<file path="config.mk">
export PLATFORM = sky130hd
export DESIGN_NAME = tcw_div
export DESIGN_NICKNAME = d
export VERILOG_FILES = /design/src/sv/tcw_pkg.sv /design/src/sv/tcw_div.sv
export SDC_FILE = /design/constraint.sdc
export NUM_CORES = 1
export LEC_CHECK = 0
export ABC_CLOCK_PERIOD_IN_PS = 16850
export BUFFER_PORTS_ARGS = -buffer_cell sky130_fd_sc_hd__buf_2
export CORE_AREA = 2 2 83 85
export DETAILED_ROUTE_END_ITERATION = 16
export DIE_AREA = 0 0 85 87
export HOLD_SLACK_MARGIN = 0.1
export PLACE_DENSITY = 0.72
export SYNTH_ARGS = -nofsm -noshare
export SYNTH_HDL_FRONTEND = slang
export SYNTH_SLANG_ARGS = --single-unit
</file>
<file path="constraint.sdc">
create_clock -name clk -period 16.85 [get_ports clk]
set_input_delay 1.685 -clock clk [delete_from_list [all_inputs] [get_ports clk]]
set_output_delay 1.685 -clock clk [all_outputs]
set_load 0.05 [all_outputs]
</file>
<file path="src/sv/tcw_pkg.sv">
// ----------------------------------------------------------------------------
// tcw_pkg
// Shared constants, word types and state encoding of the text console writer.
// ----------------------------------------------------------------------------
package tcw_pkg;

	localparam int ROWS      = 25;
	localparam int COLS      = 80;
	localparam int TAB_WIDTH = 4;

	localparam int CELL_COUNT = ROWS * COLS;
	localparam int CELL_W     = $clog2(CELL_COUNT);
	localparam int COL_W      = $clog2(COLS);
	localparam int LEFT_W     = $clog2(TAB_WIDTH + 1);
	localparam int DIV_DMAX   = (COLS > TAB_WIDTH) ? COLS : TAB_WIDTH;
	localparam int DIV_REM_W  = $clog2(DIV_DMAX);
	localparam int CFG_ADDR_W = 3;

	localparam int DIV_SHIFT      = 19;
	localparam int DIV_RECIP_COLS = (2 ** DIV_SHIFT + COLS - 1) / COLS;
	localparam int DIV_RECIP_TAB  = (2 ** DIV_SHIFT + TAB_WIDTH - 1) / TAB_WIDTH;
	localparam int DIV_RECIP_MAX  = (DIV_RECIP_COLS > DIV_RECIP_TAB) ? DIV_RECIP_COLS
	                                                                 : DIV_RECIP_TAB;
	localparam int DIV_RECIP_W    = $clog2(DIV_RECIP_MAX + 1);
	localparam int DIV_PROD_W     = CELL_W + DIV_RECIP_W;
	localparam int DIV_QUO_W      = DIV_PROD_W - DIV_SHIFT;

	localparam logic [CELL_W-1:0] CELL_LAST = CELL_W'(CELL_COUNT - 1);
	localparam logic [CELL_W-1:0] LAST_LINE = CELL_W'((ROWS - 1) * COLS);

	localparam logic [7:0] BLANK_CHAR   = 8'h20;
	localparam logic [7:0] RESET_ATTR   = 8'h07;
	localparam logic [7:0] CODE_NEWLINE = 8'd10;
	localparam logic [7:0] CODE_TAB     = 8'd9;

	localparam logic [2:0] OP_TEXT   = 3'd0;
	localparam logic [2:0] OP_RAW    = 3'd1;
	localparam logic [2:0] OP_AT     = 3'd2;
	localparam logic [2:0] OP_CURSOR = 3'd3;
	localparam logic [2:0] OP_READ   = 3'd4;

	localparam logic [CFG_ADDR_W-3:0] REG_DEFAULT_COLOR = '0;

	typedef struct packed {
		logic [2:0]  op;
		logic [7:0]  char_code;
		logic [7:0]  color;
		logic [4:0]  row;
		logic [6:0]  col;
		logic [10:0] cursor_target;
	} in_word_t;

	typedef struct packed {
		logic [10:0] cursor_pos;
		logic [7:0]  read_char;
		logic [7:0]  read_color;
		logic        scrolled;
	} out_word_t;

	typedef struct packed {
		logic              start;
		logic              by_cols;
		logic [CELL_W-1:0] dividend;
	} div_req_t;

	typedef struct packed {
		logic                 done;
		logic [DIV_REM_W-1:0] rem;
	} div_rsp_t;

	typedef enum logic [3:0] {
		ST_CLEAR,
		ST_IDLE,
		ST_DIV,
		ST_PUT,
		ST_BLANK,
		ST_POS,
		ST_MEM,
		ST_RDWAIT,
		ST_DONE
	} ctrl_state_t;

endpackage

</file>
<file path="src/sv/tcw_div.sv">
// ----------------------------------------------------------------------------
// tcw_div
// Remainder unit: reciprocal multiplication by the column count or the tab
// width, then multiply back and subtract; the dividend, quotient and remainder
// are registered in turn, and done rises with the remainder.
// ----------------------------------------------------------------------------
module tcw_div (
	input  logic               clk,
	input  logic               arst_n,
	input  tcw_pkg::div_req_t  req,
	output tcw_pkg::div_rsp_t  rsp
);

	logic                              vld_s1;
	logic                              vld_s2;
	logic                              done_q;
	logic                              by_cols_q;
	logic [tcw_pkg::CELL_W-1:0]        dvd_q;
	logic [tcw_pkg::DIV_QUO_W-1:0]     quo_s2;
	logic [tcw_pkg::DIV_REM_W-1:0]     rem_q;
	logic [tcw_pkg::DIV_RECIP_W-1:0]   recip;
	logic [tcw_pkg::DIV_PROD_W-1:0]    prod;
	logic [tcw_pkg::CELL_W-1:0]        dsr;
	logic [tcw_pkg::CELL_W-1:0]        back;
	logic [tcw_pkg::CELL_W-1:0]        rem;

	assign recip = by_cols_q ? tcw_pkg::DIV_RECIP_W'(tcw_pkg::DIV_RECIP_COLS)
	                         : tcw_pkg::DIV_RECIP_W'(tcw_pkg::DIV_RECIP_TAB);
	assign dsr   = by_cols_q ? tcw_pkg::CELL_W'(tcw_pkg::COLS)
	                         : tcw_pkg::CELL_W'(tcw_pkg::TAB_WIDTH);
	assign prod  = tcw_pkg::DIV_PROD_W'(dvd_q) * tcw_pkg::DIV_PROD_W'(recip);
	assign back  = tcw_pkg::CELL_W'(quo_s2) * dsr;
	assign rem   = dvd_q - back;

	always_ff @(posedge clk or negedge arst_n) begin
		if (!arst_n) begin
			vld_s1 <= 1'b0;
			vld_s2 <= 1'b0;
			done_q <= 1'b0;
		end else begin
			vld_s1 <= req.start;
			vld_s2 <= vld_s1;
			done_q <= vld_s2;
		end
	end

	always_ff @(posedge clk) begin
		if (req.start) begin
			dvd_q     <= req.dividend;
			by_cols_q <= req.by_cols;
		end
		if (vld_s1) begin
			quo_s2 <= prod[tcw_pkg::DIV_PROD_W-1:tcw_pkg::DIV_SHIFT];
		end
		if (vld_s2) begin
			rem_q <= rem[tcw_pkg::DIV_REM_W-1:0];
		end
	end

	assign rsp.done = done_q;
	assign rsp.rem  = rem_q;

endmodule

</file>
==> impl_metrics.yaml <==
logic_synthesis:
  netlist_area_um2: 3490
  syn-num-nets: 468
  synth.most_common_cell: "inv_1"
  synth_warnings: 0
  synthArstFlopShare_pct: 11.1
  yosysSeqAreaShare_pct: 22.8
  synth.distinct_cells: 32
  netlist_top_cells_count: "inv_1 (89), ha_1 (71), fa_1 (38)"
  synth-edff-count: 24
  synth_top_area_cell: "ha_1"
  synth_ff_type: "edfxtp_1"
  synth_seq_cells: 27
  yosys-top-cells-area: "ha_1 (25%), fa_1 (22%), edfxtp_1 (21%), inv_1 (9.6%), xnor2_1 (3.5%)"
  synthCells: 344
  synth_top_area_share_pct: 25.4
  syn_avg_cell_area_um2: 10.2
critical_path:
  critPathRequiredTime_ps: 16880
  crit_type: "reg -> reg"
  rrSetupSlack_ps: 11170
  reg2reg_to: "quo_s2[3]"
  crit_arrival_ps: 5710
  startpoint: "by_cols_q"
  endpoint: "quo_s2[3]"
  cp-end-kind: "register"
  worstPathMaxFanout: 31
  rr_worst_depth: 16
  r2r-start: "by_cols_q"
  critPathLaunchType: "register"
timing:
  slew_viol_final: 0
  finalClockSkew_ps: 4.45
  rsz0062_at_grt: "no"
  min_period_ps: 5690
  finalSetupViolCount: 0
  final-hold-violation-count: 0
  tns_ps: 0
  max_freq_mhz: 176
  tightest_slew_ps: 776
  post-route-period-util_pct: 33.7
  relSlewSlack_pct: 48.2
global_route:
  grt_overflow: 0
  grt.total_usage_pct: 17.7
  grt_max_degree: 32
  antenna_found_initial: 0
  grt_pass1_wl_um: 10300
  grt_pass1_vias: 2314
cells_and_area:
  post-route-util_pct: 56.8
  syn_to_final_growth_pct: 6.81
  nets: 491
  drive_gt1_share_pct: 7.65
  final_area_um2: 3730
  fin_cells: 446
  antenna_cells: 0
place:
  gp_congestion: 0.879
  place_area_um2: 3680
  placed_cells: 442
  io_buffers: 22
  dp_hpwl_um: 5530
drt:
  via_per_inst: 5.02
  drt_pass1_iterations: 4
  drtIter0Drc: 53
  vias: 2238
  routedWlPerCell_um: 13.8
  antenna_left: 0
  drc: 0
  finalWirelength_um: 6160
run:
  maxCapViolations: 0
floorplan:
  die_h_um: 87
  io_pins: 23
  initial_core_util_pct: 53.2
  die_x_um: 85
  num_rows: 30
  die_area_um2: 7400
  coreArea_um2: 6570
cts:
  clock_sinks: 27
  root_buffer: "clkbuf_8"
  clk-insertion-delay-late_ps: 270
  clk_pin_slew_ps: 90
  ctsResizeCount: 0
  cts_buffers: 3
  cts_tree: "built"
  htreeDepth: 1
  postCtsSetupBuffers: 0
  cts.path.max_buffers: 2
  cts.hold.buffers_added: 0
status:
  run_status: "complete, no violations"
power:
  power.density_nw_per_um2: 116
  ir_drop_uv: 84.0
  p_leak_nw: 1.95
worst_hold_path:
  hold_class: "reg -> reg"
==> per-stage QoR <==
stage	setup slack (ps)	total power, mW	hold WS [ps]
after floorplan	11550	0.336	471
after global routing	10840	0.484	551
after global placement	11240	0.394	523
after CTS	11160	0.437	542
final	11170	0.433	538
after detailed placement	11210	0.399	528
==> cell families (layout without fill, tap and decap cells) <==
logic type	Yosys count	in the layout	share of synthesized area, %
AND/OR/NAND/NOR	57	57	8.38
other	1	1	0.107
adder cells (fa/ha/maj)	109	109	47.2
AO/OA/AOI/OAI	33	33	5.27
multiplexers	2	2	0.609
XOR/XNOR	22	22	5.52
flip-flops	27	27	22.8
buffers and inverters	93	115	10.1
==> worst min-delay path by stage <==
stage / startpoint / to / slack [ps] / cells after the start
6_report: vld_s1 / vld_s2 / 540 / 0
4_1_cts: vld_s1 / vld_s2 / 540 / 0
3_3_place_gp: vld_s1 / vld_s2 / 520 / 0
2_1_floorplan: vld_s1 / vld_s2 / 470 / 0
5_1_grt: vld_s1 / vld_s2 / 550 / 0
3_5_place_dp: vld_s1 / vld_s2 / 530 / 0
==> registers in the layout, indices dropped and copies added, names as in the netlist <==
name / count
quo_s2: 5
done_q: 1
rem_q: 7
vld_s2: 1
by_cols_q: 1
dvd_q: 11
vld_s1: 1
==> where the power goes <==
group          total [mW]  switching [mW]  internal, mW  leakage [nW]
clock network      0.0359          0.0194        0.0166        0.0255
registers           0.106         0.00999        0.0957         0.270
logic               0.292           0.173         0.119          1.66
==> cells in the final DEF, fill, tap and decap left out <==
cell type and instances:
ha_1 71, or2_2 1, o21a_1 1, xnor2_1 14, nor3b_1 1, nand2b_1 3
mux2i_1 1, a31oi_1 1, inv_1 89, edfxtp_1 24, and3_1 2, a21o_1 1
nand3_1 5, fa_1 38, conb_1 1, nand2_1 14, clkinv_2 1, mux2_2 1
o31ai_1 2, and2_1 11, buf_2 22, nand4_1 4, o21bai_1 1, a21oi_1 16
nor2_1 11, clkbuf_8 3, or4b_1 1, o21ai_1 1, xor2_1 8, dfrtp_1 3
o21ai_0 8, a211oi_1 2, nor2b_1 4
==> per-layer routing <==
layer,GRT usage (%),wire (um)
met3,2.75,231
met5,0,0
met4,1.88,38
met2,30.8,3000
met1,24.3,2890
==> critical path, stage by stage, from the launching register on <==
cell and delay (ps):
edfxtp_1 860, nand2_1 220, inv_1 190, ha_1 270, fa_1 500, fa_1 550, inv_1 60, fa_1 500
fa_1 540, inv_1 40, ha_1 330, nand4_1 120, nor3b_1 270, a211oi_1 120, or4b_1 600, o21ai_1 180
xor2_1 80
==> final cells by class <==
type / instances / area, um2
clock buffers: 3 / 41.3
clock inverters: 1 / 5.00
fillers: 563 / 2840
inverters: 89 / 334
multi-input cells: 224 / 2340
flip-flops and latches: 27 / 796
well taps: 80 / 100
repair buffers: 22 / 110
(Power assumes the default switching activity.)
