[config.mk]
export PLATFORM = sky130hd
export DESIGN_NAME = tcw_ctrl
export DESIGN_NICKNAME = d
export VERILOG_FILES = /design/src/sv/tcw_pkg.sv /design/src/sv/tcw_ctrl.sv
export SDC_FILE = /design/constraint.sdc
export NUM_CORES = 1
export LEC_CHECK = 0
export ABC_AREA = 1
export BUFFER_PORTS_ARGS = -buffer_cell sky130_fd_sc_hd__buf_2
export CAP_MARGIN = 40
export CORE_UTILIZATION = 47
export DETAILED_ROUTE_END_ITERATION = 8
export PLACE_DENSITY = 0.69
export SYNTH_ARGS = -nofsm -noshare
export SYNTH_HDL_FRONTEND = slang
export SYNTH_SLANG_ARGS = --single-unit
[constraint.sdc]
create_clock -name clk -period 6.91 [get_ports clk]
set_clock_uncertainty 0.05 [all_clocks]
set_input_delay 0.3455 -clock clk [delete_from_list [all_inputs] [get_ports clk]]
set_output_delay 0.3455 -clock clk [all_outputs]
set_load 0.005 [all_outputs]
[src/sv/tcw_pkg.sv]
// ----------------------------------------------------------------------------
// tcw_pkg
// Shared constants, word types and state encoding of the text console writer.
// ----------------------------------------------------------------------------
package tcw_pkg;

	localparam int ROWS      = 25;
	localparam int COLS      = 80;
	localparam int TAB_WIDTH = 4;

	localparam int CELL_COUNT = ROWS * COLS;
	localparam int CELL_W     = $clog2(CELL_COUNT);
	localparam int COL_W      = $clog2(COLS);
	localparam int LEFT_W     = $clog2(TAB_WIDTH + 1);
	localparam int DIV_DMAX   = (COLS > TAB_WIDTH) ? COLS : TAB_WIDTH;
	localparam int DIV_REM_W  = $clog2(DIV_DMAX);
	localparam int CFG_ADDR_W = 3;

	localparam int DIV_SHIFT      = 19;
	localparam int DIV_RECIP_COLS = (2 ** DIV_SHIFT + COLS - 1) / COLS;
	localparam int DIV_RECIP_TAB  = (2 ** DIV_SHIFT + TAB_WIDTH - 1) / TAB_WIDTH;
	localparam int DIV_RECIP_MAX  = (DIV_RECIP_COLS > DIV_RECIP_TAB) ? DIV_RECIP_COLS
	                                                                 : DIV_RECIP_TAB;
	localparam int DIV_RECIP_W    = $clog2(DIV_RECIP_MAX + 1);
	localparam int DIV_PROD_W     = CELL_W + DIV_RECIP_W;
	localparam int DIV_QUO_W      = DIV_PROD_W - DIV_SHIFT;

	localparam logic [CELL_W-1:0] CELL_LAST = CELL_W'(CELL_COUNT - 1);
	localparam logic [CELL_W-1:0] LAST_LINE = CELL_W'((ROWS - 1) * COLS);

	localparam logic [7:0] BLANK_CHAR   = 8'h20;
	localparam logic [7:0] RESET_ATTR   = 8'h07;
	localparam logic [7:0] CODE_NEWLINE = 8'd10;
	localparam logic [7:0] CODE_TAB     = 8'd9;

	localparam logic [2:0] OP_TEXT   = 3'd0;
	localparam logic [2:0] OP_RAW    = 3'd1;
	localparam logic [2:0] OP_AT     = 3'd2;
	localparam logic [2:0] OP_CURSOR = 3'd3;
	localparam logic [2:0] OP_READ   = 3'd4;

	localparam logic [CFG_ADDR_W-3:0] REG_DEFAULT_COLOR = '0;

	typedef struct packed {
		logic [2:0]  op;
		logic [7:0]  char_code;
		logic [7:0]  color;
		logic [4:0]  row;
		logic [6:0]  col;
		logic [10:0] cursor_target;
	} in_word_t;

	typedef struct packed {
		logic [10:0] cursor_pos;
		logic [7:0]  read_char;
		logic [7:0]  read_color;
		logic        scrolled;
	} out_word_t;

	typedef struct packed {
		logic              start;
		logic              by_cols;
		logic [CELL_W-1:0] dividend;
	} div_req_t;

	typedef struct packed {
		logic                 done;
		logic [DIV_REM_W-1:0] rem;
	} div_rsp_t;

	typedef enum logic [3:0] {
		ST_CLEAR,
		ST_IDLE,
		ST_DIV,
		ST_PUT,
		ST_BLANK,
		ST_POS,
		ST_MEM,
		ST_RDWAIT,
		ST_DONE
	} ctrl_state_t;

endpackage

[src/sv/tcw_ctrl.sv]
// ----------------------------------------------------------------------------
// tcw_ctrl
// Sequencer of the console: clears the screen store, writes and reads cells,
// advances the cursor and scrolls by rotating the row origin of the store.
// ----------------------------------------------------------------------------
module tcw_ctrl (
	input  logic                        clk,
	input  logic                        arst_n,
	input  logic                        req_valid,
	output logic                        req_stall,
	input  tcw_pkg::in_word_t           req,
	input  logic [7:0]                  default_color,
	output logic                        res_valid,
	input  logic                        res_ready,
	output tcw_pkg::out_word_t          res,
	output tcw_pkg::div_req_t           div_req,
	input  tcw_pkg::div_rsp_t           div_rsp,
	output logic                        mem_we,
	output logic [tcw_pkg::CELL_W-1:0]  mem_addr,
	output logic [15:0]                 mem_wdata,
	input  logic [15:0]                 mem_rdata
);

	tcw_pkg::ctrl_state_t state_q, state_d;

	logic [tcw_pkg::CELL_W-1:0] clr_q;
	logic [tcw_pkg::CELL_W-1:0] cursor_q;
	logic [tcw_pkg::COL_W-1:0]  col_q;
	logic [tcw_pkg::CELL_W-1:0] top_off_q;

	tcw_pkg::in_word_t          req_q;
	logic [tcw_pkg::CELL_W-1:0] lin_q;
	logic [tcw_pkg::LEFT_W-1:0] left_q;
	logic [tcw_pkg::COL_W-1:0]  cnt_q;
	logic [7:0]                 put_char_q;
	logic [7:0]                 put_attr_q;
	logic [7:0]                 rd_char_q;
	logic [7:0]                 rd_color_q;
	logic                       scrolled_q;

	logic accept;
	logic is_nl;
	logic is_tab;
	logic on_last;
	logic pos_ok;
	logic tgt_ok;
	logic row_wrap;
	logic blank_end;

	function automatic logic [tcw_pkg::CELL_W-1:0] phys(
		input logic [tcw_pkg::CELL_W-1:0] lin,
		input logic [tcw_pkg::CELL_W-1:0] off
	);
		logic [tcw_pkg::CELL_W:0] sum;
		sum = {1'b0, lin} + {1'b0, off};
		if (sum >= (tcw_pkg::CELL_W+1)'(tcw_pkg::CELL_COUNT)) begin
			sum = sum - (tcw_pkg::CELL_W+1)'(tcw_pkg::CELL_COUNT);
		end
		return sum[tcw_pkg::CELL_W-1:0];
	endfunction

	assign accept    = (state_q == tcw_pkg::ST_IDLE) && req_valid;
	assign is_nl     = (req.char_code == tcw_pkg::CODE_NEWLINE);
	assign is_tab    = (req.char_code == tcw_pkg::CODE_TAB);
	assign on_last   = (cursor_q >= tcw_pkg::LAST_LINE);
	assign pos_ok    = (int'(req.row) < tcw_pkg::ROWS) && (int'(req.col) < tcw_pkg::COLS);
	assign tgt_ok    = (int'(req.cursor_target) < tcw_pkg::CELL_COUNT);
	assign row_wrap  = (col_q == tcw_pkg::COL_W'(tcw_pkg::COLS - 1));
	assign blank_end = (cnt_q == tcw_pkg::COL_W'(tcw_pkg::COLS - 1));

	always_ff @(posedge clk or negedge arst_n) begin
		if (!arst_n) begin
			state_q <= tcw_pkg::ST_CLEAR;
		end else begin
			state_q <= state_d;
		end
	end

	always_comb begin
		state_d   = state_q;
		req_stall = 1'b1;
		res_valid = 1'b0;
		mem_we    = 1'b0;
		mem_addr  = '0;
		mem_wdata = '0;
		div_req   = '0;
		unique case (state_q)
			tcw_pkg::ST_CLEAR: begin
				mem_we    = 1'b1;
				mem_addr  = clr_q;
				mem_wdata = {tcw_pkg::RESET_ATTR, tcw_pkg::BLANK_CHAR};
				if (clr_q == tcw_pkg::CELL_LAST) begin
					state_d = tcw_pkg::ST_IDLE;
				end
			end
			tcw_pkg::ST_IDLE: begin
				req_stall = 1'b0;
				if (req_valid) begin
					unique case (req.op) inside
						tcw_pkg::OP_TEXT: begin
							if (is_nl) begin
								state_d = on_last ? tcw_pkg::ST_BLANK : tcw_pkg::ST_DONE;
							end else if (is_tab) begin
								div_req.start    = 1'b1;
								div_req.by_cols  = 1'b0;
								div_req.dividend = cursor_q;
								state_d          = tcw_pkg::ST_DIV;
							end else begin
								state_d = tcw_pkg::ST_PUT;
							end
						end
						tcw_pkg::OP_RAW: begin
							state_d = tcw_pkg::ST_PUT;
						end
						tcw_pkg::OP_AT, tcw_pkg::OP_READ: begin
							state_d = pos_ok ? tcw_pkg::ST_POS : tcw_pkg::ST_DONE;
						end
						tcw_pkg::OP_CURSOR: begin
							if (tgt_ok) begin
								div_req.start    = 1'b1;
								div_req.by_cols  = 1'b1;
								div_req.dividend = req.cursor_target;
								state_d          = tcw_pkg::ST_DIV;
							end else begin
								state_d = tcw_pkg::ST_DONE;
							end
						end
						default: begin
							state_d = tcw_pkg::ST_DONE;
						end
					endcase
				end
			end
			tcw_pkg::ST_DIV: begin
				if (div_rsp.done) begin
					state_d = (req_q.op == tcw_pkg::OP_CURSOR) ? tcw_pkg::ST_DONE
					                                           : tcw_pkg::ST_PUT;
				end
			end
			tcw_pkg::ST_PUT: begin
				mem_we    = 1'b1;
				mem_addr  = phys(cursor_q, top_off_q);
				mem_wdata = {put_attr_q, put_char_q};
				if (cursor_q == tcw_pkg::CELL_LAST) begin
					state_d = tcw_pkg::ST_BLANK;
				end else if (left_q == tcw_pkg::LEFT_W'(1)) begin
					state_d = tcw_pkg::ST_DONE;
				end
			end
			tcw_pkg::ST_BLANK: begin
				mem_we    = 1'b1;
				mem_addr  = top_off_q + tcw_pkg::CELL_W'(cnt_q);
				mem_wdata = {default_color, tcw_pkg::BLANK_CHAR};
				if (blank_end) begin
					state_d = (left_q != '0) ? tcw_pkg::ST_PUT : tcw_pkg::ST_DONE;
				end
			end
			tcw_pkg::ST_POS: begin
				state_d = tcw_pkg::ST_MEM;
			end
			tcw_pkg::ST_MEM: begin
				mem_addr = phys(lin_q, top_off_q);
				if (req_q.op == tcw_pkg::OP_AT) begin
					mem_we    = 1'b1;
					mem_wdata = {req_q.color, req_q.char_code};
					state_d   = tcw_pkg::ST_DONE;
				end else begin
					state_d = tcw_pkg::ST_RDWAIT;
				end
			end
			tcw_pkg::ST_RDWAIT: begin
				state_d = tcw_pkg::ST_DONE;
			end
			tcw_pkg::ST_DONE: begin
				res_valid = 1'b1;
				if (res_ready) begin
					state_d = tcw_pkg::ST_IDLE;
				end
			end
			default: begin
				state_d = tcw_pkg::ST_IDLE;
			end
		endcase
	end

	always_ff @(posedge clk or negedge arst_n) begin
		if (!arst_n) begin
			clr_q     <= '0;
			cursor_q  <= '0;
			col_q     <= '0;
			top_off_q <= '0;
		end else begin
			if (state_q == tcw_pkg::ST_CLEAR) begin
				clr_q <= clr_q + tcw_pkg::CELL_W'(1);
			end
			if (accept && req.op == tcw_pkg::OP_TEXT && is_nl && !on_last) begin
				cursor_q <= tcw_pkg::CELL_W'(int'(cursor_q) - int'(col_q) + tcw_pkg::COLS);
				col_q    <= '0;
			end
			if (state_q == tcw_pkg::ST_DIV && div_rsp.done && req_q.op == tcw_pkg::OP_CURSOR) begin
				cursor_q <= req_q.cursor_target;
				col_q    <= tcw_pkg::COL_W'(div_rsp.rem);
			end
			if (state_q == tcw_pkg::ST_PUT && cursor_q != tcw_pkg::CELL_LAST) begin
				cursor_q <= cursor_q + tcw_pkg::CELL_W'(1);
				col_q    <= row_wrap ? '0 : col_q + tcw_pkg::COL_W'(1);
			end
			if (state_q == tcw_pkg::ST_BLANK && blank_end) begin
				cursor_q  <= tcw_pkg::LAST_LINE;
				col_q     <= '0;
				top_off_q <= (top_off_q == tcw_pkg::LAST_LINE) ? '0
				           : top_off_q + tcw_pkg::CELL_W'(tcw_pkg::COLS);
			end
		end
	end

	always_ff @(posedge clk) begin
		cnt_q <= (state_q == tcw_pkg::ST_BLANK) ? cnt_q + tcw_pkg::COL_W'(1) : '0;
		if (accept) begin
			req_q      <= req;
			scrolled_q <= 1'b0;
			rd_char_q  <= '0;
			rd_color_q <= '0;
			left_q     <= (req.op == tcw_pkg::OP_TEXT && is_nl) ? '0 : tcw_pkg::LEFT_W'(1);
			if (req.op == tcw_pkg::OP_TEXT) begin
				put_char_q <= is_tab ? tcw_pkg::BLANK_CHAR : req.char_code;
				put_attr_q <= default_color;
			end else begin
				put_char_q <= req.char_code;
				put_attr_q <= req.color;
			end
		end
		if (state_q == tcw_pkg::ST_DIV && div_rsp.done) begin
			left_q <= tcw_pkg::LEFT_W'(tcw_pkg::TAB_WIDTH - int'(div_rsp.rem));
		end
		if (state_q == tcw_pkg::ST_PUT) begin
			left_q <= left_q - tcw_pkg::LEFT_W'(1);
		end
		if (state_q == tcw_pkg::ST_BLANK) begin
			scrolled_q <= 1'b1;
		end
		if (state_q == tcw_pkg::ST_POS) begin
			lin_q <= tcw_pkg::CELL_W'(int'(req_q.row) * tcw_pkg::COLS + int'(req_q.col));
		end
		if (state_q == tcw_pkg::ST_RDWAIT) begin
			rd_char_q  <= mem_rdata[7:0];
			rd_color_q <= mem_rdata[15:8];
		end
	end

	assign res.cursor_pos = cursor_q;
	assign res.read_char  = rd_char_q;
	assign res.read_color = rd_color_q;
	assign res.scrolled   = scrolled_q;

endmodule

==> run summary <==
Detailed routing inserted a total of 7,708 vias. Summing all multi-input logic gate instances after layout gives 0.00433 sq mm. For the peak supply drop, the log shows 0.207 mV. In this run the worst hold path is classified as in -> reg. The core region is 0.0182 sq mm. The total detailed-routing wirelength was 21.8 mm; the ratio of final minimum period to clock period was 48.2%. Registers take 0.00380 sq mm.

Routed wire length per instance: 14.8 um. Synthesis handed over a netlist of 1,081 instances. The die is 139 um tall. Highest-delay cell along the critical path: sky130_fd_sc_hd__dfrtp_1. The run gives 48.7% as the effective utilization at floorplan. The first global-routing pass estimated 35.3 mm of wire. Clock tree synthesis inserted a total of 17 buffers. Traced cell by cell, the critical path runs through ha_1, a21oi_1, o21ai_0, a21oi_1, nand2_1, nand2_1, nand3_1, nand3_1, buf_2. Data on the critical path arrives at its endpoint at 2.94 ns. In this run the tool buffered the top-level ports with 148 buffer cells.

The number of hold-slack violations in the final timing report is 0, and the maximum root-to-sink buffer count is 2. Synthesis inferred 136 register bits. The tools report the final layout net count as 1,369.

The post-CTS clock slew at the launch and capture registers of the worst setup and hold paths is 0.06 ns. Share of synthesized flip-flops with an asynchronous set or reset: 29.4%. Critical path class: reg -> out. The count of nets left with antenna violations once routing finished came out at 0.

The routed design uses 1.34 mm of met3 wire. For the placer congestion estimate, the log shows 0.858. The design draws 3.83 mW. The H-tree depth is 4. Counting every sink on the clock net gives 136.

For this run, the slowest stage of the critical path takes 0.62 ns. Broken down by cell family, the worst path's largest delay share belongs to compound AO/OA/AOI/OAI gates. The run gives 0 ns as the final total negative setup slack. The global-route usage over all layers came out at 23.2%.

The area growth from synthesis to layout is 17.0%. The number of DRC markers in iteration 0 is 603, and the slew of the pin with the lowest slew margin is 0.916 ns. The post-layout minimum cycle time works out to 3.33 ns. The later pin in the worst-skew pair is clocked with a latency of 0.42 ns. The non-filler instance count after layout was 1,470; the maximum number of pins on one net before global-route repair was 46.

The HPWL after detailed placement is 16.7 mm. The run gives 1,654 as the fill cell total of the finished layout. For this run, the number of Yosys warnings is 0. The category of the worst setup path capture point is an output pin. In this run, placement finished with an instance count of 1,437. The count of buffer and inverter cells on the critical path is 1, and the number of setup buffers added after CTS is 0.

The tools report the element type at the critical path start as a register. Setup repair after global routing left no endpoint under its margin. The met1 wire length is 10.1 mm, and the average cell area after synthesis is 8.20 sq um. The count of flip-flops with a built-in enable after synthesis is 88.

The tool flagged a number of max-cap violations equal to 0. The die covers 0.0194 sq mm. Clock tree synthesis selected as its root buffer the cell sky130_fd_sc_hd__clkbuf_16. Site row count: 49.

Max-slew violation count: 0. The flow ran to the end, and the final reports show no timing, DRC or antenna violations. TritonCTS built the clock tree. The tools report the antenna cell count as 0.

Signal routing reaches up to met4. Setup violations remaining at the end of the flow were counted as 0. Hold is met by 0.0463 ns. Detailed-router iteration count before antenna repair: 6. The tools report the number of antenna violations at the first check in global routing as 0.

The logs give 6.51 ns for the required time of the worst setup path and 9.95 mm for the total met2 wirelength after detailed routing. The average vias per placed instance is 5.24, and the leakage power is 4.98 nW. Of all nets on the critical path, the largest fanout is 9.

Synthesis instantiated 50 different standard cells from the library. The fmax is 300 MHz, and the post-synth net total is 1,222. The worst pin sits at a relative slew slack of 38.7%. Cells with a size suffix above 1 make up 17.8% of the layout. The via count of the first global-routing pass was 7,215; the core utilization of the finished layout was 57.0%. The total standard cell area after synthesis was 0.00887 sq mm. After global routing the overflow that remains totals 0.

The top flip-flop cell by instance count after synthesis was sky130_fd_sc_hd__edfxtp_1. The count of unresolved DRC violations after routing is 0, and the number of placed I/O pins is 149. Of the synthesized area, sequential elements account for 42.9%. The power per cell area is 369 mW/mm^2. The width of the chip was 139 um.
==> synthesized netlist by cell type (all sizes together) (11+ instances only) <==
cell	n	share of area [%]
nand2	252	11
inv	162	6.9
nor2	99	4.9
nand3	95	5.5
edfxtp	88	30
ha	60	8.5
a21oi	50	2.8
o21ai	48	2.8
dfrtp	40	11
xor2	27	2.7
nor3	19	1.4
clkbuf	18	0.76
nand4	16	1.1
xnor2	15	1.5
o22ai	11	0.78
==> worst reg2reg max path, stage by stage (launching register included) <==
cell                      delay, ns
sky130_fd_sc_hd__dfrtp_1       0.42
sky130_fd_sc_hd__nor2_4        0.17
sky130_fd_sc_hd__nand3_2       0.19
sky130_fd_sc_hd__nor2_4        0.45
sky130_fd_sc_hd__buf_4         0.56
sky130_fd_sc_hd__inv_1         0.32
sky130_fd_sc_hd__nand2_1       0.55
==> what timing repair did <==
action	in CTS	in global routing
hold buffers	1	0
gates resized for setup	0	0
hold endpoints to repair	12	0
==> worst paths after layout <==
| kind | start | to | slack, ns | cells after the start |
|---|---|---|---|---|
| worst max-delay path | cursor_q[8]$_DFFE_PN0P_ | mem_addr[5] | 3.58 | 9 |
| worst min-delay path | req[13] | req_q[13]$_DFFE_PP_ | 0.05 | 1 |
| worst max register to register | state_q[2]$_DFFE_PN0P_ | rd_char_q[0]$_SDFFCE_PN0P_ | 3.82 | 6 |
| worst min register to register | req_q[14]$_DFFE_PP_ | lin_q[3]$_DFFE_PP_ | 0.38 | 0 |
| max in group asynchronous | arst_n | clr_q[10]$_DFFE_PN0P_ | 5.97 | 3 |
| min in group asynchronous | arst_n | col_q[3]$_DFFE_PN0P_ | 0.36 | 2 |
==> kinds of logic (layout without fill, tap and decap cells) <==
kind of cell	Yosys count	after routing	synth area share [%]
flops	136	136	42.9
simple gates	496	496	25.0
compound gates	153	153	10.4
fa+ha+maj	63	63	9.14
buf+inv	191	351	8.42
xor+xnor	42	42	4.15
==> where the power goes <==
group	internal [mW]	switching, mW
Sequential	1.11	0.180
Clock	0.465	0.369
Combinational	0.654	1.04
==> cells in the final DEF, fill, tap and decap left out, types with 5 or more instances in the layout <==
cell,instances
sky130_fd_sc_hd__a22oi_1,5
sky130_fd_sc_hd__nor3_1,16
sky130_fd_sc_hd__inv_6,8
sky130_fd_sc_hd__xor2_1,27
sky130_fd_sc_hd__a32oi_1,5
sky130_fd_sc_hd__nand3_1,93
sky130_fd_sc_hd__o21ai_0,41
sky130_fd_sc_hd__nand2_1,244
sky130_fd_sc_hd__nor2_1,88
sky130_fd_sc_hd__clkinv_1,5
sky130_fd_sc_hd__o22ai_1,11
sky130_fd_sc_hd__buf_2,148
sky130_fd_sc_hd__xnor2_1,15
sky130_fd_sc_hd__o211ai_1,7
sky130_fd_sc_hd__nor2_2,5
sky130_fd_sc_hd__nand4_1,16
sky130_fd_sc_hd__nor2_4,5
sky130_fd_sc_hd__nand2_2,6
sky130_fd_sc_hd__clkbuf_16,17
sky130_fd_sc_hd__dfxtp_1,8
sky130_fd_sc_hd__inv_2,6
sky130_fd_sc_hd__inv_1,155
sky130_fd_sc_hd__edfxtp_1,88
sky130_fd_sc_hd__ha_1,60
sky130_fd_sc_hd__a31oi_1,8
sky130_fd_sc_hd__o21ai_1,6
sky130_fd_sc_hd__a22o_1,7
sky130_fd_sc_hd__dfrtp_1,40
sky130_fd_sc_hd__a21oi_1,50
==> layer usage <==
metal	global-route usage [%]	up-vias
met5	0	-
met4	7.08	0
met3	5.75	26
met2	36.9	224
met1	31.0	3550
li1	-	3908
==> final cells by class <==
type | count | area share (%)
well taps | 229 | 2.76
clock inverters | 15 | 1.11
multi-input cells | 754 | 41.7
inverters | 165 | 5.99
clock buffers | 17 | 4.10
repair buffers | 154 | 7.72
flip-flops and latches | 136 | 36.6
==> registers in the layout, summed over array words and instances (netlist names), 3 cells and up <==
signal / flops
put_char_q: 8
clr_q: 11
req_q: 42
lin_q: 11
state_q: 4
col_q: 7
rd_char_q: 8
rd_color_q: 8
top_off_q: 7
cnt_q: 7
left_q: 3
put_attr_q: 8
cursor_q: 11
==> metrics by stage <==
| stage | worst slack (ns) | instance area (sq um) |
|---|---|---|
| floorplan | 2.27 | 8870 |
| global placement | 3.91 | 9810 |
| detailed placement | 3.81 | 9830 |
| CTS | 3.59 | 10400 |
| global route | 3.29 | 10400 |
| finish | 3.58 | 10400 |
(Power assumes the default switching activity.)
